## src/rtl/lkvc_pkg.sv

```systemverilog
// ----------------------------------------------------------------------------
// LRU key-value cache package
// Shared widths, command codes and the request and result beat types.
// ----------------------------------------------------------------------------
package lkvc_pkg;

  localparam int KEY_BITS   = 32;
  localparam int VALUE_BITS = 32;
  localparam int CAP_BITS   = 4;
  localparam int COUNT_BITS = 4;

  localparam logic [CAP_BITS-1:0] CAP_RESET = 4'd8;

  typedef enum logic [1:0] {
    CMD_PUT   = 2'd0,
    CMD_GET   = 2'd1,
    CMD_PROBE = 2'd2,
    CMD_CLEAR = 2'd3
  } cmd_t;

  typedef struct packed {
    cmd_t                  command;
    logic [KEY_BITS-1:0]   key;
    logic [VALUE_BITS-1:0] put_value;
  } request_t;

  typedef struct packed {
    logic                  found;
    logic [VALUE_BITS-1:0] read_value;
    logic                  miss_error;
    logic [COUNT_BITS-1:0] entry_count;
  } result_t;

endpackage

```

## src/rtl/lkvc_ram.sv

```systemverilog
// ----------------------------------------------------------------------------
// Generic RAM
// One write port and one read port with registered read data.
// ----------------------------------------------------------------------------
module lkvc_ram #(
  parameter int WIDTH = 32,
  parameter int DEPTH = 8,
  localparam int AW = (DEPTH > 1) ? $clog2(DEPTH) : 1
) (
  input  logic             clk,
  input  logic             we,
  input  logic [AW-1:0]    waddr,
  input  logic [WIDTH-1:0] wdata,
  input  logic [AW-1:0]    raddr,
  output logic [WIDTH-1:0] rdata
);

  logic [WIDTH-1:0] mem [DEPTH];

  always_ff @(posedge clk) begin
    if (we) begin
      mem[waddr] <= wdata;
    end
    rdata <= mem[raddr];
  end

endmodule

```

## src/rtl/lru_key_value_cache.sv

```systemverilog
// ----------------------------------------------------------------------------
// LRU key-value cache
// Fully associative key-value store with least-recently-used replacement.
// ----------------------------------------------------------------------------
// An operation beat is taken on request at a clock edge where start is high
// and busy is low. Commands are put, get, probe and clear. Each operation
// gives one result beat on result, marked by done for a single cycle; the
// receiver cannot hold it off.
// The capacity register is written through cfg_data at an edge where
// cfg_valid and cfg_ready are both high; the user must write it only while no
// operation is in flight, as the block itself does not enforce this.
// The accepted beat is registered, then its result is registered and drives
// done. One operation is accepted every cycle while busy is low: the key
// compare over all slots, the recency update and the slot choice all fit in
// one register stage, and the value store has one write and one read port.
// Reset empties the store, sets capacity to eight and drops any operation in
// flight; busy is high while reset is asserted and for one cycle after.
// ----------------------------------------------------------------------------
module lru_key_value_cache
  import lkvc_pkg::*;
#(
  parameter int DEPTH = 8
) (
  input  logic                clk,
  input  logic                rst,
  input  logic                start,
  output logic                busy,
  input  request_t            request,
  output logic                done,
  output result_t             result,
  input  logic                cfg_valid,
  output logic                cfg_ready,
  input  logic [CAP_BITS-1:0] cfg_data
);

  localparam int IDX_W = (DEPTH > 1) ? $clog2(DEPTH) : 1;
  localparam int AGE_W = IDX_W;
  localparam int CNT_W = $clog2(DEPTH + 1);
  localparam int CMP_W = ((CNT_W > CAP_BITS) ? CNT_W : CAP_BITS) + 1;

  logic                busy_q;
  logic [CAP_BITS-1:0] capacity;
  logic                s1_valid;
  request_t            s1_req;

  logic [DEPTH-1:0]    valid;
  logic [DEPTH-1:0]    valid_next;
  logic [AGE_W-1:0]    age [DEPTH];
  logic [AGE_W-1:0]    age_next [DEPTH];
  logic [AGE_W-1:0]    touch_age [DEPTH];
  logic [KEY_BITS-1:0] slot_key [DEPTH];
  logic [CNT_W-1:0]    count;
  logic [CNT_W-1:0]    count_next;
  logic [CNT_W-1:0]    count_m1;

  logic [DEPTH-1:0]    hit_vec;
  logic                hit_any;
  logic [IDX_W-1:0]    hit_idx;
  logic [AGE_W-1:0]    hit_age;
  logic [DEPTH-1:0]    evict_hit_vec;
  logic [DEPTH-1:0]    evict_miss_vec;
  logic [DEPTH-1:0]    valid_left;
  logic [IDX_W-1:0]    ins_idx;
  logic [CMP_W-1:0]    cap_eff;
  logic [CMP_W-1:0]    count_w;
  logic                over_hit;
  logic                over_miss;

  logic                key_we;
  logic                ram_we;
  logic [IDX_W-1:0]    ram_waddr;
  logic [VALUE_BITS-1:0] ram_rdata;
  logic                found_c;
  logic                miss_c;
  logic                get_hit_c;

  logic                r_valid;
  logic                r_found;
  logic                r_miss;
  logic                r_get_hit;
  logic [CNT_W-1:0]    r_count;

  assign busy      = busy_q || rst;
  assign cfg_ready = !busy;

  assign count_m1 = count - CNT_W'(1);
  assign count_w  = CMP_W'(count);

  always_comb begin
    if (capacity == '0) begin
      cap_eff = CMP_W'(1);
    end else if (CMP_W'(capacity) > CMP_W'(DEPTH)) begin
      cap_eff = CMP_W'(DEPTH);
    end else begin
      cap_eff = CMP_W'(capacity);
    end
  end

  assign over_hit  = count_w > cap_eff;
  assign over_miss = (count_w + CMP_W'(1) > cap_eff) || (count_w >= CMP_W'(DEPTH));

  always_comb begin
    hit_idx = '0;
    hit_age = '0;
    for (int i = 0; i < DEPTH; i++) begin
      hit_vec[i] = valid[i] && (slot_key[i] == s1_req.key);
      if (hit_vec[i]) begin
        hit_idx = hit_idx | IDX_W'(i);
        hit_age = hit_age | age[i];
      end
    end
    hit_any = |hit_vec;
  end

  always_comb begin
    for (int i = 0; i < DEPTH; i++) begin
      if (hit_vec[i]) begin
        touch_age[i] = '0;
      end else if (valid[i] && (age[i] < hit_age)) begin
        touch_age[i] = AGE_W'(age[i] + AGE_W'(1));
      end else begin
        touch_age[i] = age[i];
      end
      evict_hit_vec[i]  = valid[i] && (CNT_W'(touch_age[i]) == count_m1);
      evict_miss_vec[i] = valid[i] && (CNT_W'(age[i]) == count_m1);
    end
  end

  assign valid_left = over_miss ? (valid & ~evict_miss_vec) : valid;

  always_comb begin
    ins_idx = '0;
    for (int i = DEPTH - 1; i >= 0; i--) begin
      if (!valid_left[i]) begin
        ins_idx = IDX_W'(i);
      end
    end
  end

  always_comb begin
    valid_next = valid;
    age_next   = age;
    count_next = count;
    key_we     = 1'b0;
    ram_we     = 1'b0;
    ram_waddr  = hit_idx;
    found_c    = 1'b0;
    miss_c     = 1'b0;
    get_hit_c  = 1'b0;
    if (s1_valid) begin
      unique case (s1_req.command)
        CMD_CLEAR: begin
          valid_next = '0;
          count_next = '0;
          for (int i = 0; i < DEPTH; i++) begin
            age_next[i] = '0;
          end
        end
        CMD_PROBE: begin
          found_c = hit_any;
        end
        CMD_GET: begin
          found_c = hit_any;
          if (hit_any) begin
            get_hit_c = 1'b1;
            age_next  = touch_age;
          end else begin
            miss_c = 1'b1;
          end
        end
        CMD_PUT: begin
          found_c = hit_any;
          ram_we  = 1'b1;
          if (hit_any) begin
            age_next = touch_age;
            if (over_hit) begin
              for (int i = 0; i < DEPTH; i++) begin
                if (evict_hit_vec[i]) begin
                  valid_next[i] = 1'b0;
                  age_next[i]   = '0;
                end
              end
              count_next = count_m1;
            end
          end else begin
            ram_waddr = ins_idx;
            key_we    = 1'b1;
            for (int i = 0; i < DEPTH; i++) begin
              valid_next[i] = valid_left[i];
              age_next[i]   = valid_left[i] ? AGE_W'(age[i] + AGE_W'(1)) : '0;
            end
            valid_next[ins_idx] = 1'b1;
            age_next[ins_idx]   = '0;
            count_next = over_miss ? count : CNT_W'(count + CNT_W'(1));
          end
        end
        default: begin
        end
      endcase
    end
  end

  always_ff @(posedge clk) begin
    if (rst) begin
      busy_q   <= 1'b1;
      capacity <= CAP_RESET;
      s1_valid <= 1'b0;
      r_valid  <= 1'b0;
      valid    <= '0;
      count    <= '0;
      for (int i = 0; i < DEPTH; i++) begin
        age[i] <= '0;
      end
    end else begin
      busy_q   <= 1'b0;
      if (cfg_valid && cfg_ready) begin
        capacity <= cfg_data;
      end
      s1_valid <= start && !busy;
      r_valid  <= s1_valid;
      valid    <= valid_next;
      count    <= count_next;
      age      <= age_next;
    end
  end

  always_ff @(posedge clk) begin
    if (start && !busy) begin
      s1_req <= request;
    end
    if (key_we) begin
      slot_key[ins_idx] <= s1_req.key;
    end
    r_found   <= found_c;
    r_miss    <= miss_c;
    r_get_hit <= get_hit_c;
    r_count   <= count_next;
  end

  lkvc_ram #(
    .WIDTH (VALUE_BITS),
    .DEPTH (DEPTH)
  ) u_value_ram (
    .clk   (clk),
    .we    (ram_we),
    .waddr (ram_waddr),
    .wdata (s1_req.put_value),
    .raddr (hit_idx),
    .rdata (ram_rdata)
  );

  assign done               = r_valid;
  assign result.found       = r_found;
  assign result.read_value  = r_get_hit ? ram_rdata : '0;
  assign result.miss_error  = r_miss;
  assign result.entry_count = COUNT_BITS'(r_count);

endmodule

```

## config.mk

```make
export PLATFORM = sky130hd
export DESIGN_NAME = lru_key_value_cache
export DESIGN_NICKNAME = d
export VERILOG_FILES = /design/src/rtl/lkvc_pkg.sv /design/src/rtl/lkvc_ram.sv /design/src/rtl/lru_key_value_cache.sv
export SDC_FILE = /design/constraint.sdc
export NUM_CORES = 1
export LEC_CHECK = 0
export BUFFER_PORTS_ARGS = -buffer_cell sky130_fd_sc_hd__buf_2
export CORE_MARGIN = 5
export CORE_UTILIZATION = 48
export DETAILED_ROUTE_END_ITERATION = 10
export GPL_ROUTABILITY_DRIVEN = 0
export GPL_TIMING_DRIVEN = 0
export HOLD_SLACK_MARGIN = 0.05
export PLACE_DENSITY = 0.65
export SLEW_MARGIN = 20
export SYNTH_ARGS = -nofsm -noshare
export SYNTH_HDL_FRONTEND = slang
export SYNTH_SLANG_ARGS = --single-unit
```

## constraint.sdc

```tcl
create_clock -name clk -period 6.8 [get_ports clk]
set_input_delay 1.7 -clock clk [delete_from_list [all_inputs] [get_ports clk]]
set_output_delay 1.7 -clock clk [all_outputs]
set_load 0.01 [all_outputs]
```

# Yosys cells after proc, flatten, opt, wreduce, memory -nomap -nowiden
# Memories as Yosys holds them, arrays and structs flattened. A register that Yosys moved wholly into a read port is not among the register bits.
# Cells that the tools add are included.
[totals] register_bits=116 ram_bits=512 elab_cells=260 n_memories=2
[classes] n_addsub=11 order_cmp=16 n_eq_ne=37 muxes=97 n_bitwise=13 reduce_logical=56
[memory_table] name="slot_key" words=8 width=32 rd=8 rd_ports_with_merged_regs=0 wr=1 line_no="lru_key_value_cache.sv:51" rtl="logic [KEY_BITS-1:0] slot_key [DEPTH];"
[memory_table] name="u_value_ram.mem" words=8 width=32 rd=1 rd_ports_with_merged_regs=1 wr=1 line_no="lkvc_ram.sv:18" rtl="logic [WIDTH-1:0] mem [DEPTH];"
[op_table] op="$eq 32x32->1" count=8
[op_table] op="$mux 3" count=56
[op_table] op="$mux 24" count=3
[op_table] op="$pmux 24 s3" count=1
[op_table] op="$eq 3x4->1" count=16
[op_table] op="$logic_and 1x1->1" count=36
[op_table] op="$mux 32" count=1
[op_table] op="$reduce_and 4->1" count=8
[op_table] op="$ne 3x3->1 const B" count=9
[op_table] op="$add 3x1->3 const B" count=8
[op_table] op="$and 24x24->24" count=1
[op_table] op="$lt 3x3->1" count=8
[op_table] op="$mux 8" count=3
[op_table] op="$not 24->24" count=1
[op_table] op="$mux 1" count=21
[op_table] op="$or 3x3->3" count=7
[op_table] op="$mux 4" count=5
[op_table] op="$pmux 8 s2" count=1
[op_table] op="$demux 3 s3" count=1
[op_table] op="$and 8x8->8" count=1
[op_table] op="$ge 4x4->1 const B" count=2
[op_table] op="$not 8->8" count=1
[op_table] op="$or 8x8->8" count=1
[op_table] op="$pmux 4 s2" count=1
[op_table] op="26 further kinds" count=30

# Longest topological paths before layout
# Gate-level depths: netlist of the first run.
# An unclocked memory read counts as a cell.
[depth] depth_word=28 mapped_depth=20

# By module
# From an unflattened synthesis of the first run, not the netlist that was laid out.
[hier_totals] cells_unflattened=2155 area_unflattened_um2=30028.8
[by_module_without_submodules] mod="lru_key_value_cache" instances=1 cells_each=1740 area_per_inst_um2=19562.5
[by_module_without_submodules] mod="lkvc_ram" instances=1 cells_each=415 area_per_inst_um2=10466.3

# Least setup slack after synthesis of the first run
# No wires, ideal clock.
[synth_timing] kind="register -> register" start="reg count[0]" end="mem slot_key[0][0], enable pin" setup_time_ns=0.461 arrival_ns=5.737 required_ns=6.339 setup_slack_ns=0.601 path_stages_with_launch=16 synth_period_minus_slack_ns=6.199 path_cell_list="dfxtp_1 clkbuf_1 buf_2 inv_2 ha_1 ha_1 nor2b_1 o21a_1 o21a_1 o211a_1 nor2_1 o41a_1 nand2_1 o211ai_1 nand2_1 nor3_1"
[synth_between] elab_chain_cells=14 word_cells_on_any_way=32 classes_between="add/sub: 2; order compare: 2; eq/ne: 8; mux: 9; bitwise: 2; reduce/logical: 9"
[synth_lines] element="start, declared" line_no="lru_key_value_cache.sv:52" rtl="logic [CNT_W-1:0] count;"
[synth_lines] element="start signal, assigned" line_no="lru_key_value_cache.sv:222" rtl="count <= count_next;"
[synth_lines] element="parallel branches: the longest is 5 deep, another holds $add 4x1->5"
[synth_lines] element="$mux 8 (*)" line_no="lru_key_value_cache.sv:129" rtl="assign valid_left = over_miss ? (valid & ~evict_miss_vec) : valid;"
[synth_lines] element="$mux 3 (7 in a row)" line_no="lru_key_value_cache.sv:134" rtl="if (!valid_left[i]) begin"
[synth_lines] element="$mux 3 (*)" line_no="lru_key_value_cache.sv:134"
[synth_lines] element="end, declared" line_no="lru_key_value_cache.sv:51"
# Every way passes the cells marked *.

# Worst setup path in the final report of the first run
[layout_timing] start="reg s1_req[60] (netlist name)" end="reg age[23] (netlist name)"
[layout_between] elab_chain_cells=27 word_cells_on_any_way=45 classes_between="order compare: 1; eq/ne: 10; mux: 15; bitwise: 7; reduce/logical: 12"
[layout_lines] element="start, declared" line_no="lru_key_value_cache.sv:44" rtl="request_t s1_req;"
[layout_lines] element="start signal, assigned" line_no="lru_key_value_cache.sv:229" rtl="s1_req <= request;"
[layout_lines] element="$eq 32x32->1" line_no="lru_key_value_cache.sv:106" rtl="hit_vec[i] = valid[i] && (slot_key[i] == s1_req.key);"
[layout_lines] element="$logic_and 1x1->1" line_no="lru_key_value_cache.sv:106"
[layout_lines] element="$mux 3" line_no="lru_key_value_cache.sv:107" rtl="if (hit_vec[i]) begin"
[layout_lines] element="$or 3x3->3" line_no="lru_key_value_cache.sv:109" rtl="hit_age = hit_age | age[i];"
[layout_lines] element="$mux 3" line_no="lru_key_value_cache.sv:107"
[layout_lines] element="$or 3x3->3" line_no="lru_key_value_cache.sv:109"
[layout_lines] element="$mux 3" line_no="lru_key_value_cache.sv:107"
[layout_lines] element="$or 3x3->3" line_no="lru_key_value_cache.sv:109"
[layout_lines] element="[... 11 more ...]"
[layout_lines] element="$mux 3" line_no="lru_key_value_cache.sv:119" rtl="end else if (valid[i] && (age[i] < hit_age)) begin"
[layout_lines] element="$mux 3" line_no="lru_key_value_cache.sv:117" rtl="if (hit_vec[i]) begin"
[layout_lines] element="$eq 3x4->1" line_no="lru_key_value_cache.sv:124" rtl="evict_hit_vec[i] = valid[i] && (CNT_W'(touch_age[i]) == count_m1);"
[layout_lines] element="$logic_and 1x1->1" line_no="lru_key_value_cache.sv:124"
[layout_lines] element="$mux 3" line_no="lru_key_value_cache.sv:178" rtl="if (evict_hit_vec[i]) begin"
[layout_lines] element="$mux 24" line_no="lru_key_value_cache.sv:176" rtl="if (over_hit) begin"
[layout_lines] element="$mux 24" line_no="lru_key_value_cache.sv:174" rtl="if (hit_any) begin"
[layout_lines] element="$pmux 24 s3" line_no="lru_key_value_cache.sv:151" rtl="unique case (s1_req.command)"
[layout_lines] element="end signal, assigned" line_no="lru_key_value_cache.sv:223" rtl="age <= age_next;"
[layout_lines] element="end, declared" line_no="lru_key_value_cache.sv:48" rtl="logic [AGE_W-1:0] age [DEPTH];"
# Several ways; a longest one is shown, not always the timed one. The select of a mux whose other input is x is not followed.
# A chain may end at the register's enable or synchronous reset.

==> results.ini, run 1 <==
[synth]
synth_top_area_cell = edfxtp_1
synth_common_cells = edfxtp_1, nand2_1, xnor2_1
synthCells = 2442
synth.most_common_cell = edfxtp_1
yosys_warnings = 0
synth_edf_count = 578
synth_cell_types = 83
synth_fp_nets = 2554
ys_seq_elements = 660
yosys_most_used_dff = edfxtp_1
syn-mean-instance-area_um2 = 12.15
async_flop_share_pct = 0
netlist_area_um2 = 29660
synth_area_leaders = edfxtp_1, xnor2_1, dfxtp_1
synth-seq-area-share_pct = 64.05
synth_top_area_share_pct = 58.52

[timing]
fmax_mhz = 149.5
rsz0062_at_grt = yes
tightest_slew_ns = 1.131
setup_viol = 0
hold_viol = 0
fin_crit_ns = 6.690
maxSlewHeadroom_pct = 23.77
hold_slack_ns = 0.5034
slew_viol_final = 0
period_share_pct = 98.38
skew_ns = 0.03254

[clock_tree]
cts_tree = done
ctsHtreeMaxLevel = 3
clkTransAtPathRegs_ns = 0.06
cts_buffers = 71
clk_latency_ns = 0.63
cts_root_buffer = clkbuf_16
clockBufferDepth = 3
cts_sinks = 660

[pwr]
p_leak_nw = 11.62
powerDensity_nw_per_um2 = 249.9
ir_drop_mv = 0.2043

[cells_and_area]
post-route-util_pct = 55.63
area_growth_pct = 15.31
drive_above_1_share_pct = 11.26
nets = 2763

[critical_path]
worstSetupPathType = reg -> reg
endpoint_kind = register
cp.arrival_ns = 7.21
critPathLaunchType = register
required_ns = 7.32
reg2reg_depth = 20
startpoint = s1_req[60]$_DFFE_PP_
timing.rr.start = s1_req[60]$_DFFE_PP_
rr_endpoint = age[23]$_SDFFE_PP0P_
worst-r2r-setup-slack_ns = 0.11
cp_max_fo = 9

[grt]
use_met1_pct = 35.07
grt_use_met3_pct = 5.008
busiest_layer = met2
track_usage_pct = 25.42
grt_pass1_vias = 20620
use_met2_pct = 40.06
grt_max_degree = 36
antenna_found_initial = 2
grt_pass1_wl_um = 128500
overflow = 0

[floorplanning]
ios = 115
initial_core_util_pct = 48.24
die_w_um = 258.6
rows = 91
die_height_um = 258.6
die_area_um2 = 66870
core_area_um2 = 61480

[status]
status = complete, no violations

[worst_hold_path]
hold_path_startpoint = capacity[0]$_SDFFE_PP0P_
hold_path_depth = 2
hp-class = reg -> reg
hold_path_end = capacity[0]$_SDFFE_PP0P_

[route]
via_per_inst = 6.007
via_count = 21020
dr.pass1.iters = 7
wl_um = 87340
wl_per_cell_um = 24.96
route.detailed.drc = 0
detail-route-antenna-nets = 0
drt-initial-drc-count = 2491

[placement]
dpl.hpwl_um = 61220
io_buffers = 114

[run]
maxCapViolCount = 0

-- critical path: stages, from the launching register on --
cell      delay, ns
edfxtp_1       0.72
buf_1          0.77
xnor2_1        0.23
nand4_1        0.15
nor4_2         0.69
and3_1         0.28
clkbuf_1       0.41
a22o_1         0.23
a221oi_1       0.06
and3_1         0.48
ha_1           0.37
and2_0         0.24
nand3_1        0.13
o21ai_0        0.09
a211oi_1       0.18
nand3b_1       0.22
xnor2_1        0.18
nor4bb_1       0.16
o31ai_1        0.53
nand3_1        0.15
a221oi_1       0.32
-- cells by family after synthesis --
group                      share of synthesized area [%]
and+or+nand+nor                                    15.92
buffers and inverters                              2.185
xor gates and xnor gates                           9.483
muxes                                             0.5231
DFF                                                64.05
AOI/OAI and AO/OA                                  6.239
adders and majority gates                          1.603
-- placed cells by master (no fill, tap or decap), types with 12 or more instances in the layout --
master,count
nor2_4,14
ha_1,38
nand3_1,181
nand4_1,90
xnor2_1,241
a211oi_1,12
and3_1,15
and2_1,52
a31oi_1,14
clkbuf_1,124
nor4_1,29
buf_2,122
edfxtp_1,578
dfxtp_1,82
or4_1,12
a21oi_1,35
nor3_1,33
o21ai_0,119
inv_1,34
nor2_1,78
xor2_1,77
clkbuf_16,71
clkinv_2,14
nand2_1,373
-- how the worst max path moves through the flow --
stage / to / cells past startpoint
after floorplan: slot_key[0][0]$_DFFE_PP_ / 15
final: age[23]$_SDFFE_PP0P_ / 20
after CTS: u_value_ram.mem[2][6]$_DFFE_PP_ / 18
after global routing: age[23]$_SDFFE_PP0P_ / 19
after global placement: slot_key[0][29]$_DFFE_PP_ / 15
after detailed placement: age[23]$_SDFFE_PP0P_ / 20
-- sequential cells by signal, indices dropped and copies added, names as in the netlist --
signal / cells
s1_valid: 1
capacity: 4
r_get_hit: 1
s1_req: 66
u_value_ram.mem: 256
count: 4
r_found: 1
r_count: 4
valid: 8
r_miss: 1
busy_q: 1
u_value_ram.rdata: 32
slot_key: 256
age: 24
done: 1
-- power breakdown --
| group | total, W | internal (W) | switching, W |
|---|---|---|---|
| combinational | 0.000217 | 0.0000782 | 0.000139 |
| clock | 0.00389 | 0.00228 | 0.00161 |
| sequential | 0.00444 | 0.00440 | 0.0000379 |
| total | 0.00855 | 0.00675 | 0.00179 |
-- final cells by class --
type,count,area [um^2]
Antenna cell,1,2.502
Buffer,129,521.8
Clock buffer,93,1919
Clock inverter,37,431.7
Fill cell,5059,27280
Inverter,35,131.4
Multi-Input combinational cell,1618,10160
Sequential cell,660,19000
Tap cell,790,988.4
Timing Repair Buffer,136,1047
-- timing repair --
item                                    4_1_cts  5_1_grt
endpoints found under the hold margin         0        0
endpoints found under the setup margin        0      146
hold buffers                                  0        0
resized for setup                             0       14
buffers inserted                              0        1
-- metal layers --
| metal | part of all wire (%) | vias up |
|---|---|---|
| met5 | 0.0080 | - |
| met4 | 4.3 | 2 |
| met3 | 10 | 256 |
| met2 | 46 | 1242 |
| met1 | 40 | 10160 |
| li1 | - | 9361 |
-- metrics by stage --
step / total power, W / worst slack [ns] / instance area (um^2) / cells / TNS, ns
6_report: 0.008545 / 0.1105 / 34200 / 3499 / 0
5_1_grt: 0.008775 / -0.06265 / 34200 / 3498 / -0.06265
4_1_cts: 0.008583 / 0.08913 / 34150 / 3497 / 0
3_5_place_dp: 0.004734 / 0.1471 / 31800 / 3367 / 0
3_3_place_gp: 0.004726 / -2.592 / 31220 / 3346 / -698.40
2_1_floorplan: 0.004632 / 0.6013 / 29660 / 2442 / 0
No activity file was read; power rests on OpenSTA's default activity.
==> run 2: changes to the inputs <==
--- a/config.mk
+++ b/config.mk
@@ -5,6 +5,7 @@
 export SDC_FILE = /design/constraint.sdc
 export NUM_CORES = 1
 export LEC_CHECK = 0
+export ABC_AREA = 1
 export BUFFER_PORTS_ARGS = -buffer_cell sky130_fd_sc_hd__buf_2
 export CORE_MARGIN = 5
 export CORE_UTILIZATION = 48
==> results.ini, run 2 <==
[status]
status = complete, no violations

[clock_tree]
cts_tree = done
post_cts_buffers = 0  ; unchanged
clk_latency_ns = 0.66  ; +0.03 ns
ctsHoldBuffers = 0  ; unchanged
cts_buffers = 73  ; +2.8%
clockBufferDepth = 3  ; unchanged
post_cts_resize_count = 0  ; unchanged
cts_sinks = 660  ; unchanged
clkTransAtPathRegs_ns = 0.06  ; about the same
ctsHtreeMaxLevel = 3  ; unchanged
cts_root_buffer = clkbuf_16

[pwr]
p_int_w = 0.006938  ; +2.7%
powerDensity_nw_per_um2 = 241.9  ; -3.2%
seq_power_share_pct = 49.8  ; -2.1 points
clockPowerShare_pct = 46.9  ; +1.4 points
p_leak_nw = 15.29  ; +32%
swShare_pct = 22.27  ; +1.3 points
ir_drop_mv = 0.2447  ; +20%
power_frac_comb_pct = 3.2  ; +0.7 points
power_switching_w = 0.001987  ; +11%

[floorplanning]
die_w_um = 268.3  ; +3.7%
die_area_um2 = 71960  ; +7.6%
ios = 115  ; unchanged
rows = 94  ; +3.3%
die_height_um = 268.3  ; +3.7%
initial_core_util_pct = 48.52  ; +0.28 points
core_area_um2 = 65980  ; +7.3%

[route]
detail-route-antenna-nets = 0  ; unchanged
drt-initial-drc-count = 4120  ; +65%
route.detailed.drc = 0  ; unchanged
via_count = 26220  ; +25%
wl_um = 107900  ; +23%
wl_per_cell_um = 23.87  ; -4.4%
dr.pass1.iters = 6  ; -1
via_per_inst = 5.804  ; -3.4%

[cells_and_area]
top_regs = slot_key x256, u_value_ram.mem x256, s1_req x66
area_growth_pct = 15.23  ; about the same
drive_above_1_share_pct = 12.29  ; +1.0 points
layout_commonest_cell = nand2_1
post-route-cell-area_um2 = 36890  ; +7.9%
nets = 3706  ; +34%
finalNonFillerCells = 4518  ; +29%
antennaDiodeCount = 0  ; -1
final_cell_mix = nand2_1, edfxtp_1, inv_1

[timing]
fin_crit_ns = 5.973  ; -0.7170 ns
slew_viol_final = 0  ; unchanged
period_share_pct = 87.83  ; -11 points
fmax_mhz = 167.4  ; +12%
rsz0062_at_grt = no
tightest_slew_ns = 0.9125  ; -0.2189 ns
skew_ns = 0.03887  ; +0.006328 ns
fin_setup_tns_ns = 0  ; unchanged
setup_viol = 0  ; unchanged
maxSlewHeadroom_pct = 39.17  ; +15 points
setup_slack_ns = 0.8275  ; +0.7170 ns
hold_viol = 0  ; unchanged

[synth]
synth-seq-area-share_pct = 59.34  ; -4.7 points
synth_top_area_cell = edfxtp_1
synth_fp_nets = 3494  ; +37%
yosys_warnings = 0  ; unchanged
ys_seq_elements = 660  ; unchanged
synth_edf_count = 578  ; unchanged
netlist_area_um2 = 32020  ; +7.9%
synth_cell_types = 54  ; -35%
async_flop_share_pct = 0  ; unchanged
synth_area_leaders = edfxtp_1, nand2_1, dfxtp_1
synth.most_common_cell = nand2_1
synthCells = 3382  ; +38%
syn-mean-instance-area_um2 = 9.467  ; -22%
synth_common_cells = nand2_1, edfxtp_1, inv_1
synth_top_area_share_pct = 54.21  ; -4.3 points
yosys_most_used_dff = edfxtp_1

[run]
maxCapViolCount = 0  ; unchanged

[placement]
place_area_um2 = 34330  ; +8.0%
pre_cts_ws_ns = 0.9828  ; +0.8357 ns
post-place-cells = 4383  ; +30%
dpl.hpwl_um = 78050  ; +27%
io_buffers = 114  ; unchanged

[worst_hold_path]
hold_path_startpoint = capacity[0]$_SDFFE_PP0P_
hp-class = reg -> reg

[critical_path]
critPathLaunchType = register
crit_family = simple AND/OR/NAND/NOR gates
startpoint = s1_req[34]$_DFFE_PP_
cp_max_fo = 12  ; +3
slowest_stage = edfxtp_1
timing.rr.start = s1_req[34]$_DFFE_PP_
path_buf_inv = 4  ; +2
required_ns = 7.34  ; +0.02 ns
cp.arrival_ns = 6.51  ; -0.70 ns
endpoint_kind = register
worstSetupPathType = reg -> reg
cpPeakStageDelay_ns = 0.83  ; +0.06 ns
worstPathCellList = clkinv_1 -> o2111ai_1 -> nor4_1 -> nand4_1 -> o22ai_1 -> nor4_2 -> buf_4 -> ha_1 -> a211oi_1 -> nand2_2 -> nand2_1 -> nand3_1 -> nand2_1 -> inv_1 -> nor2_1 -> nand2_2 -> nand2_1 -> nand3_1 -> nand3_1 -> inv_1

[grt]
antenna_found_initial = 0  ; -2
grt_max_degree = 25  ; -31%
grt_pass1_vias = 24220  ; +17%
grt_pass1_wl_um = 156200  ; +22%
overflow = 0  ; unchanged
track_usage_pct = 29.37  ; +4.0 points

==> run 2: cell count changes in the layout (fill, tap and decap cells not counted), sizes merged, moves of 30 or more <==
| cell | previous run | this run |
|---|---|---|
| nor3 | 35 | 151 |
| clkbuf | 205 | 157 |
| and2 | 54 | 0 |
| o21ai | 121 | 196 |
| nand3 | 181 | 116 |
| buf | 153 | 193 |
| or2 | 4 | 34 |
| xnor2 | 242 | 56 |
| nor2 | 94 | 280 |
| o221ai | 3 | 64 |
| nand2 | 373 | 923 |
| xor2 | 77 | 14 |
| inv | 37 | 462 |
==> run 2: cell families after synthesis <==
logic type	count (synthesis)	share of synthesized area, %
and+or+nand+nor	1655	22.59
DFF	660	59.34
buffers and inverters	578	7.261
AOI/OAI and AO/OA	381	7.386
xor gates and xnor gates	70	1.938
adders and majority gates	38	1.485
==> run 2: worst reg2reg max path, delay by kind of cell, from the launching register on <==
family / cells / cell delay [ns]
simple gates: 12 / 2.51
compound gates: 3 / 1.27
buf+inv: 4 / 1.03
flops: 1 / 0.83
fa+ha+maj: 1 / 0.25
==> run 2: path summary, 6_finish.rpt <==
kind / endpoint / slack [ns] / depth (start not counted)
min reg2reg: capacity[0]$_SDFFE_PP0P_ / 0.46 / 2
min: capacity[0]$_SDFFE_PP0P_ / 0.46 / 2
max: valid[3]$_SDFFE_PP0P_ / 0.83 / 20
max reg2reg: valid[3]$_SDFFE_PP0P_ / 0.83 / 20
==> run 2: routing by layer <==
metal,up-vias,GRT usage (%),share of wire [%]
met5,-,0,0
met4,0,13.50,5.5
met3,302,7.563,12
met2,1782,42.83,42
met1,12220,41.56,40
li1,11920,-,-
==> run 2: through the flow <==
| stage | power, W | util, % | hold slack (ns) |
|---|---|---|---|
| 6_report | 0.008925 | 55.91 | 0.4559 |
| 5_1_grt | 0.009161 | 55.91 | 0.4755 |
| 4_1_cts | 0.008943 | 55.91 | 0.4604 |
| 3_5_place_dp | 0.004811 | 52.03 | 0.4504 |
| 3_3_place_gp | 0.004806 | 51.03 | 0.4496 |
| 2_1_floorplan | 0.004682 | - | 0.4297 |
==> run 2: power by group through the flow <==
stage | Sequential, W | Clock (W) | Combinational, W
2_1_floorplan | 0.00451 | 0 | 0.000170
3_3_place_gp | 0.00454 | 0 | 0.000270
3_5_place_dp | 0.00453 | 0 | 0.000278
4_1_cts | 0.00445 | 0.00422 | 0.000280
5_1_grt | 0.00445 | 0.00440 | 0.000313
6_report | 0.00445 | 0.00419 | 0.000290
==> run 2: cell type report <==
cell class	instances	area, um^2
Clock buffer	96	1986
Clock inverter	39	574.3
Timing Repair Buffer	137	1096
Sequential cell	660	19000
Tap cell	864	1081
Inverter	461	1730
Buffer	117	594.3
Fill cell	5668	29090
Multi-Input combinational cell	2144	10830
